File: config.mk
export PLATFORM = sky130hd
export DESIGN_NAME = crop_zoom_scan_address_gen
export DESIGN_NICKNAME = d
export VERILOG_FILES = /design/src/rtl/czs_pkg.sv /design/src/rtl/crop_zoom_scan_address_gen.sv
export SDC_FILE = /design/constraint.sdc
export NUM_CORES = 2
export LEC_CHECK = 0
export ABC_AREA = 1
export BUFFER_PORTS_ARGS = -buffer_cell sky130_fd_sc_hd__clkbuf_2
export CORE_MARGIN = 2
export CORE_UTILIZATION = 55
export CTS_CLUSTER_SIZE = 28
export DETAILED_ROUTE_END_ITERATION = 10
export GPL_TIMING_DRIVEN = 1
export PLACE_DENSITY = 0.71
export SYNTH_ARGS = -nofsm -noshare
export SYNTH_HDL_FRONTEND = slang
export SYNTH_SLANG_ARGS = --single-unit
File: constraint.sdc
create_clock -name aclk -period 10 [get_ports aclk]
set_input_delay 0.5 -clock aclk [delete_from_list [all_inputs] [get_ports aclk]]
set_output_delay 0.5 -clock aclk [all_outputs]
set_load 0.01 [all_outputs]
File: src/rtl/czs_pkg.sv
`timescale 1ns / 1ps
// ----------------------------------------------------------------------------
// czs_pkg
// Shared widths, register indexes and the zoom factor clamp for the crop and
// zoom scan address generator.
// ----------------------------------------------------------------------------
package czs_pkg;

    // offset arithmetic wraps at this width
    localparam int OFFSET_BITS = 32;
    // largest zoom factor honoured, larger values saturate
    localparam int MAX_ZOOM    = 16;

    // register field widths
    localparam int DIM_W   = 16;
    localparam int ZOOM_W  = 5;
    localparam int LINE_W  = DIM_W + 1;
    localparam int LEND_W  = DIM_W + 2;

    // configuration port
    localparam int CFG_IDX_W  = 3;
    localparam int CFG_DATA_W = 16;

    // stream widths
    localparam int S_DATA_W = 8;
    localparam int M_DATA_W = ((OFFSET_BITS + 7) / 8) * 8;

    // register indexes
    typedef enum logic [CFG_IDX_W-1:0] {
        REG_IMAGE_WIDTH    = 3'd0,
        REG_START_LINE     = 3'd1,
        REG_START_SAMPLE   = 3'd2,
        REG_WINDOW_LINES   = 3'd3,
        REG_WINDOW_SAMPLES = 3'd4,
        REG_REPLICATE_MODE = 3'd5,
        REG_ZOOM_FACTOR    = 3'd6
    } czs_reg_t;

    // zero counts as one, anything above the maximum saturates
    function automatic logic [ZOOM_W-1:0] eff_factor(input logic [ZOOM_W-1:0] z);
        logic [ZOOM_W-1:0] f;
        f = z;
        if (z == '0) begin
            f = ZOOM_W'(1);
        end else if (z > ZOOM_W'(MAX_ZOOM)) begin
            f = ZOOM_W'(MAX_ZOOM);
        end
        return f;
    endfunction

endpackage

File: src/rtl/crop_zoom_scan_address_gen.sv
`timescale 1ns / 1ps
// ----------------------------------------------------------------------------
// crop_zoom_scan_address_gen
// Source pixel offset generator for a cropped, nearest-neighbour zoomed scan.
// ----------------------------------------------------------------------------
// Every accepted item yields one result: the offset of the source pixel for
// the next output pixel, line*image_width + start_sample + sample, with the
// first line one past start_line to step over the label line. Decimate mode
// steps lines and samples by the zoom factor, replicate mode sends each sample
// and each line factor times. line_last travels as m_tlast and frame_last as
// m_tuser; after the last pixel of a frame the scan starts a new frame, and a
// restart item starts one at once. One item is taken every clock cycle while
// the output is not stalled, and the result shows on the output in the cycle
// after acceptance; the output register takes a new item while the previous
// result is being taken. The products for the frame start and the line step
// are formed when a register is written, so the per-item path is one
// three-input 32-bit add and the end compares.
module crop_zoom_scan_address_gen (
    input  logic                          aclk,
    input  logic                          aresetn,
    // configuration write port
    input  logic                          cfg_we,
    input  logic [czs_pkg::CFG_IDX_W-1:0] cfg_index,
    input  logic [czs_pkg::CFG_DATA_W-1:0] cfg_wdata,
    // input items
    input  logic                          s_tvalid,
    output logic                          s_tready,
    input  logic [czs_pkg::S_DATA_W-1:0]  s_tdata,   // [0] restart, rest zero
    // result items
    output logic                          m_tvalid,
    input  logic                          m_tready,
    output logic [czs_pkg::M_DATA_W-1:0]  m_tdata,   // [31:0] source_offset
    output logic                          m_tlast,   // line_last
    output logic                          m_tuser    // [0] frame_last
);
    import czs_pkg::*;

    // configuration registers
    logic [DIM_W-1:0]       image_width_reg, image_width_next;
    logic [DIM_W-1:0]       start_line_reg, start_line_next;
    logic [DIM_W-1:0]       start_sample_reg, start_sample_next;
    logic [DIM_W-1:0]       window_lines_reg, window_lines_next;
    logic [DIM_W-1:0]       window_samples_reg, window_samples_next;
    logic                   replicate_mode_reg, replicate_mode_next;
    logic [ZOOM_W-1:0]      zoom_factor_reg, zoom_factor_next;

    // values derived from the configuration
    logic [OFFSET_BITS-1:0] frame_base_reg, frame_base_next;
    logic [OFFSET_BITS-1:0] line_step_reg, line_step_next;
    logic [ZOOM_W-1:0]      inc_reg, inc_next;
    logic [ZOOM_W-1:0]      reps_reg, reps_next;
    logic [LEND_W-1:0]      line_end_reg, line_end_next;
    logic [ZOOM_W-1:0]      factor;
    logic [LINE_W-1:0]      first_line_next;

    // scan position
    logic [LINE_W-1:0]      line_index_reg, line_index_next;
    logic [ZOOM_W-1:0]      line_rep_reg, line_rep_next;
    logic [DIM_W-1:0]       sample_index_reg, sample_index_next;
    logic [ZOOM_W-1:0]      sample_rep_reg, sample_rep_next;
    logic [OFFSET_BITS-1:0] line_base_reg, line_base_next;
    logic                   frame_active_reg, frame_active_next;

    // output register
    logic                   m_valid_reg;
    logic [OFFSET_BITS-1:0] offset_reg;
    logic                   line_last_reg;
    logic                   frame_last_reg;

    // per item logic
    logic                   s_accept;
    logic                   load;
    logic [LINE_W-1:0]      cur_line;
    logic [ZOOM_W-1:0]      cur_line_rep;
    logic [DIM_W-1:0]       cur_sample;
    logic [ZOOM_W-1:0]      cur_sample_rep;
    logic [OFFSET_BITS-1:0] cur_base;
    logic [OFFSET_BITS-1:0] offset;
    logic                   sample_done;
    logic                   line_rep_done;
    logic                   line_done;
    logic                   frame_done;
    logic [DIM_W:0]         sample_sum;
    logic [LEND_W-1:0]      line_sum;

    // register write decode
    always_comb begin
        image_width_next    = image_width_reg;
        start_line_next     = start_line_reg;
        start_sample_next   = start_sample_reg;
        window_lines_next   = window_lines_reg;
        window_samples_next = window_samples_reg;
        replicate_mode_next = replicate_mode_reg;
        zoom_factor_next    = zoom_factor_reg;
        if (cfg_we) begin
            unique case (cfg_index)
                REG_IMAGE_WIDTH:    image_width_next    = cfg_wdata[DIM_W-1:0];
                REG_START_LINE:     start_line_next     = cfg_wdata[DIM_W-1:0];
                REG_START_SAMPLE:   start_sample_next   = cfg_wdata[DIM_W-1:0];
                REG_WINDOW_LINES:   window_lines_next   = cfg_wdata[DIM_W-1:0];
                REG_WINDOW_SAMPLES: window_samples_next = cfg_wdata[DIM_W-1:0];
                REG_REPLICATE_MODE: replicate_mode_next = cfg_wdata[0];
                REG_ZOOM_FACTOR:    zoom_factor_next    = cfg_wdata[ZOOM_W-1:0];
                default: ;
            endcase
        end
    end

    // derived values from the registers as they will stand after this edge
    always_comb begin
        factor          = eff_factor(zoom_factor_next);
        inc_next        = replicate_mode_next ? ZOOM_W'(1) : factor;
        reps_next       = replicate_mode_next ? factor : ZOOM_W'(1);
        first_line_next = LINE_W'(start_line_next) + LINE_W'(1);
        frame_base_next = OFFSET_BITS'(first_line_next * image_width_next);
        line_step_next  = OFFSET_BITS'(inc_next * image_width_next);
        line_end_next   = LEND_W'(first_line_next) + LEND_W'(window_lines_next);
    end

    // configuration and derived registers
    always_ff @(posedge aclk) begin
        if (!aresetn) begin
            image_width_reg    <= DIM_W'(1);
            start_line_reg     <= '0;
            start_sample_reg   <= '0;
            window_lines_reg   <= DIM_W'(1);
            window_samples_reg <= DIM_W'(1);
            replicate_mode_reg <= 1'b0;
            zoom_factor_reg    <= ZOOM_W'(1);
            frame_base_reg     <= OFFSET_BITS'(1);
            line_step_reg      <= OFFSET_BITS'(1);
            inc_reg            <= ZOOM_W'(1);
            reps_reg           <= ZOOM_W'(1);
            line_end_reg       <= LEND_W'(2);
        end else begin
            image_width_reg    <= image_width_next;
            start_line_reg     <= start_line_next;
            start_sample_reg   <= start_sample_next;
            window_lines_reg   <= window_lines_next;
            window_samples_reg <= window_samples_next;
            replicate_mode_reg <= replicate_mode_next;
            zoom_factor_reg    <= zoom_factor_next;
            frame_base_reg     <= frame_base_next;
            line_step_reg      <= line_step_next;
            inc_reg            <= inc_next;
            reps_reg           <= reps_next;
            line_end_reg       <= line_end_next;
        end
    end

    // handshake: take an item whenever the output register is free or draining
    assign s_accept = s_tvalid && s_tready;
    assign s_tready = !m_valid_reg || m_tready;

    // position in force for this item, reloaded at frame start
    always_comb begin
        load           = s_tdata[0] || !frame_active_reg;
        cur_line       = load ? (LINE_W'(start_line_reg) + LINE_W'(1)) : line_index_reg;
        cur_line_rep   = load ? '0 : line_rep_reg;
        cur_sample     = load ? '0 : sample_index_reg;
        cur_sample_rep = load ? '0 : sample_rep_reg;
        cur_base       = load ? frame_base_reg : line_base_reg;
    end

    // offset and end tests
    always_comb begin
        offset        = cur_base + OFFSET_BITS'(start_sample_reg) + OFFSET_BITS'(cur_sample);
        sample_sum    = (DIM_W+1)'(cur_sample) + (DIM_W+1)'(inc_reg);
        line_sum      = LEND_W'(cur_line) + LEND_W'(inc_reg);
        sample_done   = ({1'b0, cur_sample_rep} + (ZOOM_W+1)'(1)) >= {1'b0, reps_reg};
        line_rep_done = ({1'b0, cur_line_rep} + (ZOOM_W+1)'(1)) >= {1'b0, reps_reg};
        line_done     = sample_done && (sample_sum >= (DIM_W+1)'(window_samples_reg));
        frame_done    = line_done && line_rep_done && (line_sum >= line_end_reg);
    end

    // next scan position
    always_comb begin
        line_index_next   = cur_line;
        line_rep_next     = cur_line_rep;
        sample_index_next = cur_sample;
        sample_rep_next   = cur_sample_rep;
        line_base_next    = cur_base;
        frame_active_next = 1'b1;
        priority if (frame_done) begin
            frame_active_next = 1'b0;
        end else if (line_done) begin
            sample_index_next = '0;
            sample_rep_next   = '0;
            if (line_rep_done) begin
                line_rep_next   = '0;
                line_index_next = line_sum[LINE_W-1:0];
                line_base_next  = cur_base + line_step_reg;
            end else begin
                line_rep_next = cur_line_rep + ZOOM_W'(1);
            end
        end else if (sample_done) begin
            sample_rep_next   = '0;
            sample_index_next = sample_sum[DIM_W-1:0];
        end else begin
            sample_rep_next = cur_sample_rep + ZOOM_W'(1);
        end
    end

    // scan state, advanced on each accepted item
    always_ff @(posedge aclk) begin
        if (!aresetn) begin
            line_index_reg   <= LINE_W'(1);
            line_rep_reg     <= '0;
            sample_index_reg <= '0;
            sample_rep_reg   <= '0;
            line_base_reg    <= '0;
            frame_active_reg <= 1'b0;
        end else if (s_accept) begin
            line_index_reg   <= line_index_next;
            line_rep_reg     <= line_rep_next;
            sample_index_reg <= sample_index_next;
            sample_rep_reg   <= sample_rep_next;
            line_base_reg    <= line_base_next;
            frame_active_reg <= frame_active_next;
        end
    end

    // output register control
    always_ff @(posedge aclk) begin
        if (!aresetn) begin
            m_valid_reg <= 1'b0;
        end else if (s_accept) begin
            m_valid_reg <= 1'b1;
        end else if (m_tready) begin
            m_valid_reg <= 1'b0;
        end
    end

    // output payload
    always_ff @(posedge aclk) begin
        if (s_accept) begin
            offset_reg     <= offset;
            line_last_reg  <= line_done;
            frame_last_reg <= frame_done;
        end
    end

    assign m_tvalid = m_valid_reg;
    assign m_tdata  = M_DATA_W'(offset_reg);
    assign m_tlast  = line_last_reg;
    assign m_tuser  = frame_last_reg;

`ifndef SYNTH
    // the last pixel of a frame always closes an output line
    assert property (@(posedge aclk) disable iff (!aresetn)
        m_tvalid |-> (m_tlast || !m_tuser))
        else $error("frame_last without line_last");

    // an accepted item always leaves a result waiting
    assert property (@(posedge aclk) disable iff (!aresetn)
        s_accept |=> m_tvalid)
        else $error("accepted item produced no result");

    // the frame closes after its last pixel is sent
    assert property (@(posedge aclk) disable iff (!aresetn)
        (s_accept && frame_done) |=> !frame_active_reg)
        else $error("frame still active after last pixel");

    // an unaccepted item leaves the scan position alone
    assert property (@(posedge aclk) disable iff (!aresetn)
        !s_accept |=> ($stable(sample_index_reg) && $stable(line_base_reg)))
        else $error("scan position moved without an item");
`endif

endmodule

# Word level (Yosys, flattened, before mapping)
# Cells that the tools add are included.
[word_totals]
elab_cells = 98
in_bits = 32
out_inout_bits = 36
reg_bits = 289
[op_classes]
addsub = 12
multipliers = 2
n_mux = 36
reduce_logical = 14
n_eq_ne = 6
order_cmp = 5
[op_table]
columns = ["operator", "n"]
rows = [
  ["$mux 16", 10],
  ["$mux 32", 4],
  ["$mux 17", 4],
  ["$mux 5", 13],
  ["$add 32x16->32", 2],
  ["$add 16x1->17 const B", 2],
  ["$add 32x32->32", 1],
  ["$mul 17x16->32", 1],
  ["$mul 5x16->21", 1],
  ["$add 17x16->18", 1],
  ["$add 17x5->18", 1],
  ["$ge 18x18->1", 1],
  ["$add 16x5->17", 1],
  ["$ge 17x16->1", 1],
  ["$add 5x1->6 const B", 2],
  ["$ge 6x5->1", 2],
  ["$add 5x1->5 const B", 2],
  ["$eq 3x3->1 const B", 3],
  ["$eq 3x2->1 const B", 2],
  ["$reduce_and 2->1", 3],
  ["$gt 5x5->1 const B", 1],
  ["$logic_not 5->1", 1],
  ["$mux 1", 5],
  ["$logic_and 1x1->1", 4],
  ["other kinds (5)", 7],
]

# Depth between registers and ports, before layout
[logic_depth]
word_depth = 9
mapped_depth = 45
ltp_nobuf = 43

# Worst setup path before layout
# No wires, ideal clock.
[synth_timing]
path_kind = "input to register"
from = "input cfg_we"
to = "register frame_base_reg[27]"
t_required_ns = 9.887
path_buffers = 3
stages = 44
path_slack_ns = 2.750
arrival_ns = 7.137
setup_time_ns = 0.113
cell_sequence = "inv_1 > nor2_4 > nand2_4 > buf_6 > nand2_2 > o21ai_4 > inv_1 > clkbuf_1 > ha_1 > nand2_1 > nor2_1 > nand2_1 > nor2_1 > inv_1 > nand2_1 > inv_1 > nor2_1 > clkbuf_1 > [... 8 more ...] > fa_1 > inv_1 > fa_1 > inv_1 > ha_1 > nand2_1 > nor2_1 > nand2_1 > o21ai_0 > a21oi_1 > inv_1 > nand2_1 > nand2_1 > nand2_1 > nand2_1 > nand2_1 > nand2_1 > nor2_1"
[synth_between]
elab_chain_len = 3
elab_cells_between_ends = 4
classes_between = "add/sub: 1; mul: 1; mux: 2"
[synth_lines]
columns = ["element", "line_no", "text"]
rows = [
  ["from (decl)", "crop_zoom_scan_address_gen.sv:22", "input logic cfg_we,"],
  ["$mux 16", "crop_zoom_scan_address_gen.sv:95", "if (cfg_we) begin"],
  ["$add 16x1->17", "crop_zoom_scan_address_gen.sv:114", "first_line_next = LINE_W'(start_line_next) + LINE_W'(1);"],
  ["$mul 17x16->32 *", "crop_zoom_scan_address_gen.sv:115", "frame_base_next = OFFSET_BITS'(first_line_next * image_width_next);"],
  ["to (signal assigned)", "crop_zoom_scan_address_gen.sv:143", "frame_base_reg <= frame_base_next;"],
  ["to (decl)", "crop_zoom_scan_address_gen.sv:48", "logic [OFFSET_BITS-1:0] frame_base_reg, frame_base_next;"],
]
# Every way passes the cells marked *; elsewhere a longest branch is shown, timed or not.
# A chain may end at the register's enable or synchronous reset.

# Worst setup path in the final report
# Same ends and word-level chain as after synthesis.

==> metrics.cfg <==
[status]
outcome=finished, final reports clean

[detailed_routing]
drt-initial-drc-count=2099
post_drt_wl_per_cell_um=17.5
ant_nets=0
vias=25455
dr.pass1.iters=6
drt_wl_total_mm=81.6
drc=0
via_per_inst=5.46

[synth]
netlist_area_sq_mm=0.0284
syn_avg_cell_area_sq_um=7.18
yosys-top-cells-area=fa_1, dfxtp_1, nand2_1
ys_seq_elements=278
synth_edf_count=34
async_flop_share_pct=0
yosys.area.top_type=fa_1
synthCells=3956
syn_nets=4498
ys_seq_area_share_pct=20.8
synth.top_cell.area_share_pct=19.0
ys_warn_count=0
ys.flop_type=dfxtp_1
synth.distinct_cells=55

[sta]
final_max_slew_viol_count=0
slew_headroom_pct=23.5
hold-worst-slack_ns=0.245
finalSetupViolations=0
finalHoldViolations=0
tns_ns=0
period_share_pct=80.8
rsz0062_at_grt=false
fin_ws_ns=1.92
fin_crit_ns=8.08
worst_pin_slew_ns=1.14
clock_skew_ns=0.0160
fmax_mhz=124

[layout]
postLayoutCellArea_sq_mm=0.0303
drive_gt1_share_pct=6.48
nFillCells=4792
syn2layout_area_growth_pct=6.72
nets=4502

[clock_network]
htreeDepth=1
clock_sinks=278
cts_buffers=31
clock_latency_ns=0.58
path_clk_slew_ns=0.06
postCtsHoldBufs=0
ctsRootBufferMaster=clkbuf_16
cts_buffer_depth=3
cts_setup_buffers=0
cts_tree=done
cts_resized=0

[global_routing]
grt_pass1_vias=24716
gr-usage-all-layers_pct=31.2
grt_start_max_net_pins=72
antenna_found_initial=0
overflow=0
grt_pass1_wl_mm=132

[setup_path]
worstPathMaxFanout=32
crit_type=in2reg
crit_path_end_kind=flip-flop
start_kind=input pin
worst_path_most_repeated_cell=nand2_1
crit_arrival_ns=8.54
slowest_stage=clkinv_1
crit_path_max_incr_delay_ns=0.56
cp.required_ns=10.46

[power]
p_int_uw=2260
combPwrFrac_pct=31.9
p_seq_share_pct=35.6
p_clk_share_pct=32.5
swShare_pct=36.6
power.leakage_uw=0.0157
power_density_mw_per_mm2=118
switchingPower_uw=1310
vdd_drop_max_v=0.000120

[floorplanning]
die_y_um=231
io_pins=68
rows=83
die_w_um=231
die_area_sq_mm=0.0535
start_util_pct=55.5
coreArea_sq_mm=0.0512

[place]
io_buffers=60
place.gp.congestion=0.934
hpwl_mm=63.1
placed_area_sq_mm=0.0293
preCtsSetupSlack_ns=1.52

[job]
max_cap_viol_count=0

[min_path]
min_path_type=in2reg

==> logic make-up (layout without fill, tap and decap cells) <==
family / Yosys count / in the layout / synth area share [%]
other cells: 0 / 1 / 0
simple gates: 1609 / 1609 / 23.4
compound gates: 624 / 624 / 11.9
xor+xnor: 91 / 91 / 2.81
fa+ha+maj: 510 / 510 / 29.6
flops: 278 / 278 / 20.8
buf+inv: 844 / 871 / 11.5
==> layout make-up <==
type / count / area (sq um) / share of cell area [%]
clock inverter: 11 / 90.1 / 0.297
antenna: 1 / 2.50 / 0.00825
multi-input combinational: 2834 / 19200 / 63.5
timing repair buffer: 96 / 573 / 1.89
sequential: 278 / 5910 / 19.5
clock buffer: 45 / 950 / 3.13
tap: 680 / 851 / 2.81
inverter: 719 / 2710 / 8.93
==> power by group through the flow <==
stage / registers, uW / clock network, uW / logic [uW]
floorplan: 1290 / 0 / 779
global placement: 1290 / 0 / 1100
detailed placement: 1290 / 0 / 1110
CTS: 1270 / 1180 / 1120
global route: 1280 / 1230 / 1270
finish: 1270 / 1160 / 1140
==> synth_stat cells, types with 4 or more instances <==
library cell,number
o21ai_0,231
ha_1,240
inv_2,12
clkinv_1,8
nor2_2,8
o21ai_1,22
or2_2,31
inv_1,698
nand2_1,879
o21ai_2,8
nor3_2,4
dfxtp_1,244
a21boi_0,4
o21bai_1,10
buf_6,7
fa_1,270
a31oi_1,13
buf_2,22
a21o_1,13
o21a_1,19
clkbuf_1,82
nand2_2,23
buf_1,11
xor2_1,61
a21oi_1,280
nor3_1,16
xnor2_1,30
nor4_1,9
nor2_1,444
edfxtp_1,34
nor2_4,6
o211ai_1,9
nand3_1,142
nand4_1,28
==> through the flow <==
step | utilization, % | total power (uW) | cells
2_1_floorplan | - | 2070 | 3956
3_3_place_gp | 57.2 | 2390 | 4607
3_5_place_dp | 57.2 | 2410 | 4607
4_1_cts | 59.2 | 3570 | 4663
5_1_grt | 59.2 | 3780 | 4663
6_report | 59.2 | 3570 | 4664
==> layer usage <==
| metal | global-route usage (%) | part of all wire, % | vias to the layer above |
|---|---|---|---|
| met5 | 0 | 0 | - |
| met3 | 3.70 | 7.7 | 178 |
| met1 | 43.0 | 44 | 11969 |
| li1 | - | - | 12339 |
| met2 | 50.3 | 45 | 969 |
| met4 | 11.5 | 3.9 | 0 |
==> path summary, 6_finish.rpt <==
check                                to  cells after the start                   from  slack [ns]
setup / recovery     frame_base_reg[27]                     39                 cfg_we        1.92
hold / removal                 m_tvalid                      4               m_tready        0.24
setup reg to reg     frame_base_reg[27]                     36      start_line_reg[0]        2.00
hold reg to reg   window_samples_reg[3]                      2  window_samples_reg[3]        0.46
==> layout by cell type (no fill, tap or decap), types with 24 or more instances in the layout <==
cell	synthesis	final
clkbuf_16	0	32
xor2_1	61	61
nand2_1	879	877
o21ai_1	22	24
nand3_1	142	142
xnor2_1	30	30
nand4_1	28	28
nand2_2	23	25
ha_1	240	240
fa_1	270	270
clkbuf_2	0	59
o21ai_0	231	229
edfxtp_1	34	34
dfxtp_1	244	244
a21oi_1	280	280
or2_2	31	31
nor2_1	444	444
buf_4	2	37
inv_1	698	697
==> worst max-delay path, delay by kind of cell <==
kind                       cells  cell delay, ns
adders and majority gates      8            3.65
AOI/OAI and AO/OA              3            0.88
and+or+nand+nor               19            2.31
buffers and inverters          9            1.18
No activity file was read; power rests on OpenSTA's default activity.
